===== config.mk =====
export PLATFORM = sky130hd
export DESIGN_NAME = epoch_to_calendar_top
export DESIGN_NICKNAME = d
export VERILOG_FILES = /design/src/rtl/e2c_pkg.sv /design/src/rtl/epoch_to_calendar_top.sv
export SDC_FILE = /design/constraint.sdc
export NUM_CORES = 2
export LEC_CHECK = 0
export ABC_AREA = 1
export BUFFER_PORTS_ARGS = -buffer_cell sky130_fd_sc_hd__buf_2
export CORE_ASPECT_RATIO = 0.9
export CORE_MARGIN = 5
export CORE_UTILIZATION = 60
export DETAILED_ROUTE_END_ITERATION = 10
export PLACE_DENSITY = 0.88
export SYNTH_ARGS = -nofsm -noshare
export SYNTH_HDL_FRONTEND = slang
export SYNTH_SLANG_ARGS = --single-unit

===== constraint.sdc =====
create_clock -name i_clk -period 16.49 [get_ports i_clk]
set_clock_uncertainty 0.2 [all_clocks]
set_input_delay 1.649 -clock i_clk [delete_from_list [all_inputs] [get_ports i_clk]]
set_output_delay 1.649 -clock i_clk [all_outputs]
set_load 0.01 [all_outputs]

===== src/rtl/e2c_pkg.sv =====
`timescale 1ns / 1ps
// ----------------------------------------------------------------------------
// e2c_pkg: shared constants for the epoch to calendar converter
// Time bases, summer-time windows, reciprocal constants for the divide
// stages and the month-start table of one four-year cycle.
// ----------------------------------------------------------------------------
package e2c_pkg;

    // Field widths
    localparam int EPOCH_W = 32;
    localparam int SEC_W   = 6;
    localparam int MIN_W   = 6;
    localparam int HOUR_W  = 5;
    localparam int DAY_W   = 5;
    localparam int MON_W   = 4;
    localparam int YEAR_W  = 7;

    // Time bases in seconds since 1970
    localparam logic [EPOCH_W-1:0] BASE_2000  = 32'd946684800;
    localparam logic [EPOCH_W-1:0] END_2099   = 32'd4102444800;
    localparam logic [EPOCH_W-1:0] DST_OFFSET = 32'd3600;

    // Open intervals of Dutch summer time
    localparam int SUMMER_N = 7;
    localparam logic [EPOCH_W-1:0] SUMMER_START [SUMMER_N] = '{
        32'd1459040400, 32'd1490490000, 32'd1521939600, 32'd1553994000,
        32'd1585443600, 32'd1616893200, 32'd1648342800
    };
    localparam logic [EPOCH_W-1:0] SUMMER_END [SUMMER_N] = '{
        32'd1477792800, 32'd1509242400, 32'd1540692000, 32'd1572141600,
        32'd1603591200, 32'd1635645600, 32'd1667095200
    };

    // Reciprocals: q = (n * MAGIC) >> SHIFT, exact over the ranges used here
    localparam logic [31:0] DIV60_MAGIC   = 32'h8888_8889;  // shift 37, n < 2^32
    localparam int          DIV60_SHIFT   = 37;
    localparam logic [23:0] DIV24_MAGIC   = 24'd11184811;   // shift 28, n < 2^20
    localparam int          DIV24_SHIFT   = 28;
    localparam logic [15:0] DIV1461_MAGIC = 16'd45934;      // shift 26, n < 2^16
    localparam int          DIV1461_SHIFT = 26;

    localparam logic [10:0] CYCLE_DAYS = 11'd1461;

    // Day number of each month start within a four-year span that opens on a leap year
    localparam int YEARS_N  = 4;
    localparam int MONTHS_N = 12;
    localparam logic [10:0] MONTH_START [YEARS_N][MONTHS_N] = '{
        '{11'd0,    11'd31,   11'd60,   11'd91,   11'd121,  11'd152,
          11'd182,  11'd213,  11'd244,  11'd274,  11'd305,  11'd335},
        '{11'd366,  11'd397,  11'd425,  11'd456,  11'd486,  11'd517,
          11'd547,  11'd578,  11'd609,  11'd639,  11'd670,  11'd700},
        '{11'd731,  11'd762,  11'd790,  11'd821,  11'd851,  11'd882,
          11'd912,  11'd943,  11'd974,  11'd1004, 11'd1035, 11'd1065},
        '{11'd1096, 11'd1127, 11'd1155, 11'd1186, 11'd1216, 11'd1247,
          11'd1277, 11'd1308, 11'd1339, 11'd1369, 11'd1400, 11'd1430}
    };

endpackage


===== src/rtl/epoch_to_calendar_top.sv =====
`timescale 1ns / 1ps
// ----------------------------------------------------------------------------
// epoch_to_calendar_top: Unix timestamp to calendar date and time
// Nine-stage pipeline: optional summer-time hour, range check against
// 2000..2099, reciprocal divides by 60, 60, 24 and 1461, then a lookup of
// year and month within the four-year cycle.
//
//   channel  | direction | handshake            | payload
//   ---------+-----------+----------------------+-------------------------------
//   input    | in        | start & !busy        | i_epoch
//   result   | out       | o_done (one cycle)   | o_second .. o_valid_res
//   config   | in        | i_dst_enable_we      | i_dst_enable
//
// One transaction per cycle; o_done rises when a taken transaction has passed
// through the register stages A, B, C, D, E, F, G, H and O in that order.
// busy stays low: the receiver cannot stall, so nothing holds the pipeline.
// Reset (synchronous, active low) clears the stage valid bits and sets
// dst_enable to 0; no clearing pass is needed.
// ----------------------------------------------------------------------------
module epoch_to_calendar_top
    import e2c_pkg::*;
(
    input  logic                i_clk,
    input  logic                i_rst_n,
    input  logic                start,
    output logic                busy,
    input  logic [EPOCH_W-1:0]  i_epoch,
    input  logic                i_dst_enable_we,
    input  logic                i_dst_enable,
    output logic                o_done,
    output logic [SEC_W-1:0]    o_second,
    output logic [MIN_W-1:0]    o_minute,
    output logic [HOUR_W-1:0]   o_hour,
    output logic [DAY_W-1:0]    o_day,
    output logic [MON_W-1:0]    o_month,
    output logic [YEAR_W-1:0]   o_year_offset,
    output logic                o_valid_res
);

    // Configuration
    logic                r_dst_enable;

    // Stage registers
    logic                r_a_vld, r_b_vld, r_c_vld, r_d_vld, r_e_vld;
    logic                r_f_vld, r_g_vld, r_h_vld, r_o_vld;
    logic [EPOCH_W-1:0]  r_a_epoch;
    logic                r_a_dst;
    logic [EPOCH_W-1:0]  r_b_t;
    logic                r_c_ok, r_d_ok, r_e_ok, r_f_ok, r_g_ok, r_h_ok;
    logic [EPOCH_W-1:0]  r_c_rel, r_d_rel;
    logic [25:0]         r_d_q1, r_e_q1;
    logic [19:0]         r_e_q2, r_f_q2;
    logic [15:0]         r_f_q3, r_g_q3;
    logic [4:0]          r_g_cyc, r_h_cyc;
    logic [SEC_W-1:0]    r_e_sec, r_f_sec, r_g_sec, r_h_sec;
    logic [MIN_W-1:0]    r_f_min, r_g_min, r_h_min;
    logic [HOUR_W-1:0]   r_g_hour, r_h_hour;
    logic [10:0]         r_h_rem;
    logic [1:0]          r_h_yr;
    logic [SEC_W-1:0]    r_o_sec;
    logic [MIN_W-1:0]    r_o_min;
    logic [HOUR_W-1:0]   r_o_hour;
    logic [DAY_W-1:0]    r_o_day;
    logic [MON_W-1:0]    r_o_mon;
    logic [YEAR_W-1:0]   r_o_year;
    logic                r_o_ok;

    // Next values
    logic                n_accept;
    logic                n_summer;
    logic [EPOCH_W-1:0]  n_t;
    logic                n_ok;
    logic [EPOCH_W-1:0]  n_rel;
    logic [63:0]         n_prod1;
    logic [57:0]         n_prod2;
    logic [43:0]         n_prod3;
    logic [31:0]         n_prod4;
    logic [EPOCH_W-1:0]  n_sec_full;
    logic [25:0]         n_min_full;
    logic [19:0]         n_hour_full;
    logic [15:0]         n_rem_full;
    logic [10:0]         n_rem;
    logic [1:0]          n_yr;
    logic [MON_W-1:0]    n_mon;
    logic [10:0]         n_day_full;
    logic [YEAR_W-1:0]   n_year;

    assign busy     = 1'b0;
    assign n_accept = start & ~busy;

    // Hold the summer-time enable
    always_ff @(posedge i_clk) begin
        if (!i_rst_n) begin
            r_dst_enable <= 1'b0;
        end else if (i_dst_enable_we) begin
            r_dst_enable <= i_dst_enable;
        end
    end

    // Stage B: summer-time window test and hour offset
    always_comb begin
        n_summer = 1'b0;
        for (int k = 0; k < SUMMER_N; k++) begin
            if (r_a_epoch > SUMMER_START[k] && r_a_epoch < SUMMER_END[k]) begin
                n_summer = 1'b1;
            end
        end
        n_t = (r_a_dst && n_summer) ? r_a_epoch + DST_OFFSET : r_a_epoch;
    end

    // Stage C: range check and rebase to 2000
    assign n_ok  = (r_b_t >= BASE_2000) && (r_b_t < END_2099);
    assign n_rel = r_b_t - BASE_2000;

    // Stage D: total minutes
    assign n_prod1 = 64'(r_c_rel) * 64'(DIV60_MAGIC);

    // Stage E: seconds and total hours
    assign n_sec_full = r_d_rel - (32'(r_d_q1) * 32'd60);
    assign n_prod2    = 58'(r_d_q1) * 58'(DIV60_MAGIC);

    // Stage F: minutes and total days
    assign n_min_full = r_e_q1 - (26'(r_e_q2) * 26'd60);
    assign n_prod3    = 44'(r_e_q2) * 44'(DIV24_MAGIC);

    // Stage G: hours and four-year cycles
    assign n_hour_full = r_f_q2 - (20'(r_f_q3) * 20'd24);
    assign n_prod4     = 32'(r_f_q3) * 32'(DIV1461_MAGIC);

    // Stage H: day within cycle and year within cycle
    always_comb begin
        n_rem_full = r_g_q3 - (16'(r_g_cyc) * 16'(CYCLE_DAYS));
        n_rem      = n_rem_full[10:0];
        if (n_rem >= MONTH_START[3][0]) begin
            n_yr = 2'd3;
        end else if (n_rem >= MONTH_START[2][0]) begin
            n_yr = 2'd2;
        end else if (n_rem >= MONTH_START[1][0]) begin
            n_yr = 2'd1;
        end else begin
            n_yr = 2'd0;
        end
    end

    // Stage O: month, day and year; zero the fields out of range
    always_comb begin
        n_mon = '0;
        for (int k = 1; k < MONTHS_N; k++) begin
            if (r_h_rem >= MONTH_START[r_h_yr][k]) begin
                n_mon = MON_W'(k);
            end
        end
        n_day_full = r_h_rem - MONTH_START[r_h_yr][n_mon] + 11'd1;
        n_year     = {r_h_cyc, 2'b00} + YEAR_W'(r_h_yr);
    end

    // Advance the valid bits
    always_ff @(posedge i_clk) begin
        if (!i_rst_n) begin
            r_a_vld <= 1'b0;
            r_b_vld <= 1'b0;
            r_c_vld <= 1'b0;
            r_d_vld <= 1'b0;
            r_e_vld <= 1'b0;
            r_f_vld <= 1'b0;
            r_g_vld <= 1'b0;
            r_h_vld <= 1'b0;
            r_o_vld <= 1'b0;
        end else begin
            r_a_vld <= n_accept;
            r_b_vld <= r_a_vld;
            r_c_vld <= r_b_vld;
            r_d_vld <= r_c_vld;
            r_e_vld <= r_d_vld;
            r_f_vld <= r_e_vld;
            r_g_vld <= r_f_vld;
            r_h_vld <= r_g_vld;
            r_o_vld <= r_h_vld;
        end
    end

    // Advance the payload
    always_ff @(posedge i_clk) begin
        r_a_epoch <= i_epoch;
        r_a_dst   <= r_dst_enable;

        r_b_t     <= n_t;

        r_c_ok    <= n_ok;
        r_c_rel   <= n_rel;

        r_d_ok    <= r_c_ok;
        r_d_rel   <= r_c_rel;
        r_d_q1    <= n_prod1[DIV60_SHIFT+25:DIV60_SHIFT];

        r_e_ok    <= r_d_ok;
        r_e_sec   <= n_sec_full[SEC_W-1:0];
        r_e_q1    <= r_d_q1;
        r_e_q2    <= n_prod2[DIV60_SHIFT+19:DIV60_SHIFT];

        r_f_ok    <= r_e_ok;
        r_f_sec   <= r_e_sec;
        r_f_min   <= n_min_full[MIN_W-1:0];
        r_f_q2    <= r_e_q2;
        r_f_q3    <= n_prod3[DIV24_SHIFT+15:DIV24_SHIFT];

        r_g_ok    <= r_f_ok;
        r_g_sec   <= r_f_sec;
        r_g_min   <= r_f_min;
        r_g_hour  <= n_hour_full[HOUR_W-1:0];
        r_g_q3    <= r_f_q3;
        r_g_cyc   <= n_prod4[DIV1461_SHIFT+4:DIV1461_SHIFT];

        r_h_ok    <= r_g_ok;
        r_h_sec   <= r_g_sec;
        r_h_min   <= r_g_min;
        r_h_hour  <= r_g_hour;
        r_h_cyc   <= r_g_cyc;
        r_h_rem   <= n_rem;
        r_h_yr    <= n_yr;

        r_o_ok    <= r_h_ok;
        r_o_sec   <= r_h_ok ? r_h_sec : '0;
        r_o_min   <= r_h_ok ? r_h_min : '0;
        r_o_hour  <= r_h_ok ? r_h_hour : '0;
        r_o_day   <= r_h_ok ? n_day_full[DAY_W-1:0] : '0;
        r_o_mon   <= r_h_ok ? n_mon + 4'd1 : '0;
        r_o_year  <= r_h_ok ? n_year : '0;
    end

    // Drive the result ports
    assign o_done        = r_o_vld;
    assign o_second      = r_o_sec;
    assign o_minute      = r_o_min;
    assign o_hour        = r_o_hour;
    assign o_day         = r_o_day;
    assign o_month       = r_o_mon;
    assign o_year_offset = r_o_year;
    assign o_valid_res   = r_o_ok;

endmodule

Word-level counts from Yosys, hierarchy flattened
Index checks and enable logic that the tools add are counted.
- flip-flop bits (word level): 312
- bits of input ports: 37
- output and inout bits: 36
- add/subtract/negate cells: 10
- multiply operators: 8
- magnitude comparators: 32
- muxes and demuxes: 27
- bitwise gates (word level): 2
- reductions and logical operators: 10
- operators with widths (cell ; number):
    $bmux W132 S2 ; 1
    $mux W132 ; 2
    $gt A32 B31 Y1 const B ; 7
    $lt A32 B31 Y1 const B ; 7
    $ge A11 B11 Y1 ; 11
    $mul A32 B32 Y63 const B ; 1
    $mul A26 B32 Y57 const B ; 1
    $bmux W11 S4 ; 1
    $mul A20 B24 Y44 const B ; 1
    $mux W4 ; 10
    $add A32 B12 Y32 const B ; 1
    $ge A32 B30 Y1 const B ; 1
    $lt A32 B32 Y1 const B ; 1
    $mux W32 ; 1
    $sub A32 B30 Y32 const B ; 1
    $mul A16 B15 Y30 const B ; 1
    $mul A26 B4 Y4 const B ; 1
    $mul A20 B4 Y4 const B ; 1
    $mul A16 B2 Y2 const B ; 1
    $sub A6 B6 Y6 ; 2
    $ge A11 B10 Y1 const B ; 1
    $ge A11 B11 Y1 const B ; 1
    $ge A11 B9 Y1 const B ; 1
    $mul A5 B11 Y11 const B ; 1
    13 further kinds ; 32

Logic depth before layout (Yosys ltp)
- depth in word-level cells: 22
- depth in mapped cells: 37

Worst setup path after synthesis
Ideal clock, no wire load.
- path kind: reg-to-reg
- start point: register r_e_q2[14]
- end point: register r_f_q3[12]
- arrival: 5.835 ns
- data required time: 16.218 ns
- setup slack: 10.384 ns
- cell stages (with the launch flop): 26
- clock period less this slack: 6.106 ns
- cells stage by stage: dfxtp_1 ha_1 fa_1 fa_1 inv_1 fa_1 inv_1 fa_1 inv_1 fa_1 inv_1 ha_1 ha_1 nand2_1 nor2_1 inv_1 nor2_1 nand3_1 o21ai_0 a21oi_1 o21ai_0 nand3_1 nand2_1 nand3_1 nand2_1 xor2_1
- word-level cells in the longest chain between the ends: 1
- ends and longest elaborated chain (item ; line ; text):
    start: declaration ; epoch_to_calendar_top.sv:52 ; logic [19:0] r_e_q2, r_f_q2;
    start signal: assignment ; epoch_to_calendar_top.sv:199 ; r_e_q2 <= n_prod2[DIV60_SHIFT+19:DIV60_SHIFT];
    $mul A20 B24 Y44 ; epoch_to_calendar_top.sv:124 ; assign n_prod3 = 44'(r_e_q2) * 44'(DIV24_MAGIC);
    named net n_prod3[40] ; epoch_to_calendar_top.sv:76 ; logic [43:0] n_prod3;
    end signal: assignment ; epoch_to_calendar_top.sv:205 ; r_f_q3 <= n_prod3[DIV24_SHIFT+15:DIV24_SHIFT];
    end: declaration ; epoch_to_calendar_top.sv:53 ; logic [15:0] r_f_q3, r_g_q3;
The timed path passes the listed nets, and every way through them passes these cells.
A chain may end at the register's enable or synchronous reset.

Worst setup path in the final report
- start point: register r_e_q2[16]
- end point: register r_f_q3[12]
The elaborated chain is that of the path after synthesis.

==> out/qor.csv <==
metric,value,unit
outcome,finished clean,
synthFlopType,dfxtp_1,
antennaDiodeCount,0,
syn-num-nets,6112,
synth_largest_type_area_fraction,26.7,%
ys_top_cells_by_count,"inv_1, ha_1, nand2_1",
clkSlewWorstSetupHoldPaths,0.06,ns
rr_worst_depth,25,
rsz0062_at_grt,false,
post-cts-setup-buffers,0,
cpLargestDelayFamily,adder cells,
clkLatencyLatePin,0.58,ns
timing_worst_setup_path_type,reg2reg,
grt.overflow.total,0,
cts_tree,yes,
maxSlewViolCount,0,
routed_wl,103000,um
ys_ff_latch,312,
synth_cell_type_count,62,
finalHoldViolations,0,
count_of_synthesis_stage_warnings_from_yosys,0,
worst-r2r-setup-slack,9.64,ns
cts_made_buffers,35,
tightest_slew,0.982,ns
clock-root-buffer,clkbuf_16,
final-setup-viol-count,0,
synth.cell_area,40900,um^2
hold_path.class,reg2reg,
drc,0,
grt_first_pass_wirelength,169000,um
placement.io_buffers,71,
worst_hold_startpoint,r_g_hour[0],
initial_utilization,60.8,%
largest_cells_by_area_after_synthesis,"ha_1, fa_1, dfxtp_1",
firstDrtPassIters,7,
cell_depth_of_the_worst_hold_path,0,
vias_in_the_first_global_route,33900,
detailroute.via_count,32000,
critical_path.startpoint_type,flip-flop,
timing.rr.start,r_e_q2[16],
max_cap_violations,0,
asyncSetResetFlopFracSynth,0,%
cp.required,16.77,ns
fin_util,64.5,%
max_freq,146,MHz
die_height,258,um
finalWeightedCongestion,1.00,
antenna_found_initial,2,
worst_setup_path_end_kind,flip-flop,
die_w,285,um
num_io_pins,73,
grt_util_all_layers,28.2,%
detail_route.iter0.violations,2447,
synthesis.area_per_instance,8.69,um^2
finalCritPeriodShare,41.5,%
detailed_place_hpwl,88800,um
yosysTopAreaCell,ha_1,
max_slew_margin,34.5,%
core,67300,um^2
grt_start_max_net_pins,32,
yosysMostFrequentCell,inv_1,
holdBufCountCts,0,
cts_num_sinks,312,
path_buf_inv,5,
dieArea,73500,um^2
timing.rr.end,r_f_q3[12],
worst_hold_path.endpoint,r_h_hour[0],
synth-seq-area-share,15.3,%
layout.nets,6188,
average_vias_per_placed_instance,5.63,
areaGrowthSynthToFinish,6.09,%
row_count,90,
critPathSlowestCell,fa_1,
synth_edf_count,0,
total_negative_slack_for_setup_checks,0,ns
synth_cells,4711,
drtAntennaViolNets,0,
crit_path_max_incr_delay,0.68,ns
wl_per_cell,18.1,um
period_needed,6.85,ns
cp_data_arrival_time,7.13,ns
cts-resized-gates,0,
post_route_cells_drive_above_1_share,3.43,%
htree_num_levels,2,
clk_path_buf_depth,3,
timing.critical_path.fanout_max,3,
==> final cells by class <==
type / count / area [um^2]
Clock buffer: 43 / 947
Clock inverter: 20 / 262
Fill cell: 5322 / 23900
Inverter: 1177 / 4420
Multi-Input combinational cell: 3188 / 30100
Sequential cell: 312 / 6250
Tap cell: 874 / 1090
Timing Repair Buffer: 73 / 370
==> flip-flops by register name, summed over array words and instances (netlist names), 7 cells and up <==
register	count
r_c_rel	32
r_e_q2	20
r_g_q3	11
r_b_t	32
r_a_epoch	32
r_h_rem	11
o_year_offset	7
r_f_q3	16
r_d_q1	26
==> cell families after synthesis <==
family | Yosys count | share of synthesized area, %
other cells | 1 | 0.00916
simple gates | 1075 | 11.2
compound gates | 596 | 8.33
flops | 312 | 15.3
buf+inv | 1211 | 11.2
fa+ha+maj | 1364 | 50.7
xor+xnor | 152 | 3.27
==> metal layers <==
metal / track usage (%) / part of all wire (%)
met4: 11.0 / 4.5
met3: 5.29 / 7.9
met1: 35.9 / 41
met5: 0 / 0.013
met2: 47.7 / 47
==> placed cells by master, fill, tap and decap left out, types with 6 or more instances in the layout <==
cell | netlist | routed
inv_1 | 1171 | 1171
ha_1 | 872 | 872
nand2_1 | 525 | 525
fa_1 | 492 | 492
dfxtp_1 | 312 | 312
a21oi_1 | 269 | 269
nor2_1 | 268 | 268
o21ai_0 | 151 | 151
nand3_1 | 136 | 136
xor2_1 | 105 | 105
buf_2 | 17 | 71
nor3_1 | 53 | 53
xnor2_1 | 46 | 46
nand4_1 | 38 | 38
clkbuf_16 | 0 | 36
a31oi_1 | 29 | 29
nor4_1 | 24 | 24
o211ai_1 | 22 | 22
o21a_1 | 19 | 19
a21o_1 | 17 | 17
o21ai_1 | 15 | 15
o21bai_1 | 8 | 8
o31ai_1 | 8 | 8
o221ai_1 | 8 | 8
o2111ai_1 | 6 | 6
a211oi_1 | 6 | 6
==> through the flow <==
step           instances  hold WS [ns]  instance area (um^2)  setup slack, ns
6_report            5687         0.125                 43400             9.64
5_1_grt             5687         0.131                 43400             9.16
4_1_cts             5687         0.128                 43400             9.67
3_5_place_dp        5624         0.112                 42200             9.74
3_3_place_gp        5624         0.110                 42200             9.86
2_1_floorplan       4711         0.110                 40900            10.38
==> worst register-to-register path: stages (launching register included) <==
cell and delay, ns:
dfxtp_1 0.42, ha_1 0.31, fa_1 0.53, fa_1 0.67
inv_1 0.13, fa_1 0.68, inv_1 0.13, fa_1 0.54
inv_1 0.06, fa_1 0.53, inv_1 0.04, ha_1 0.29
ha_1 0.32, nand2_1 0.07, nor2_1 0.09, inv_1 0.06
nor2_1 0.14, nand3_1 0.08, o21ai_0 0.42, a21oi_1 0.23
o21ai_0 0.30, nand3_1 0.11, nand2_1 0.12, nand3_1 0.08
nand2_1 0.08, xor2_1 0.14
==> how the worst max path moves through the flow <==
stage	slack, ns	from	end	cells after the start
detailed placement	9.74	r_e_q2[16]	r_f_q3[12]	25
finish	9.64	r_e_q2[16]	r_f_q3[12]	25
global route	9.16	r_e_q2[16]	r_f_q3[14]	25
CTS	9.67	r_e_q2[5]	r_f_q3[12]	25
global placement	9.86	r_e_q2[16]	r_f_q3[12]	25
floorplan	10.38	r_e_q2[14]	r_f_q3[12]	25
Power is not shown: default switching activity piles up to over one toggle a cycle in this logic, so the estimate is an artifact.
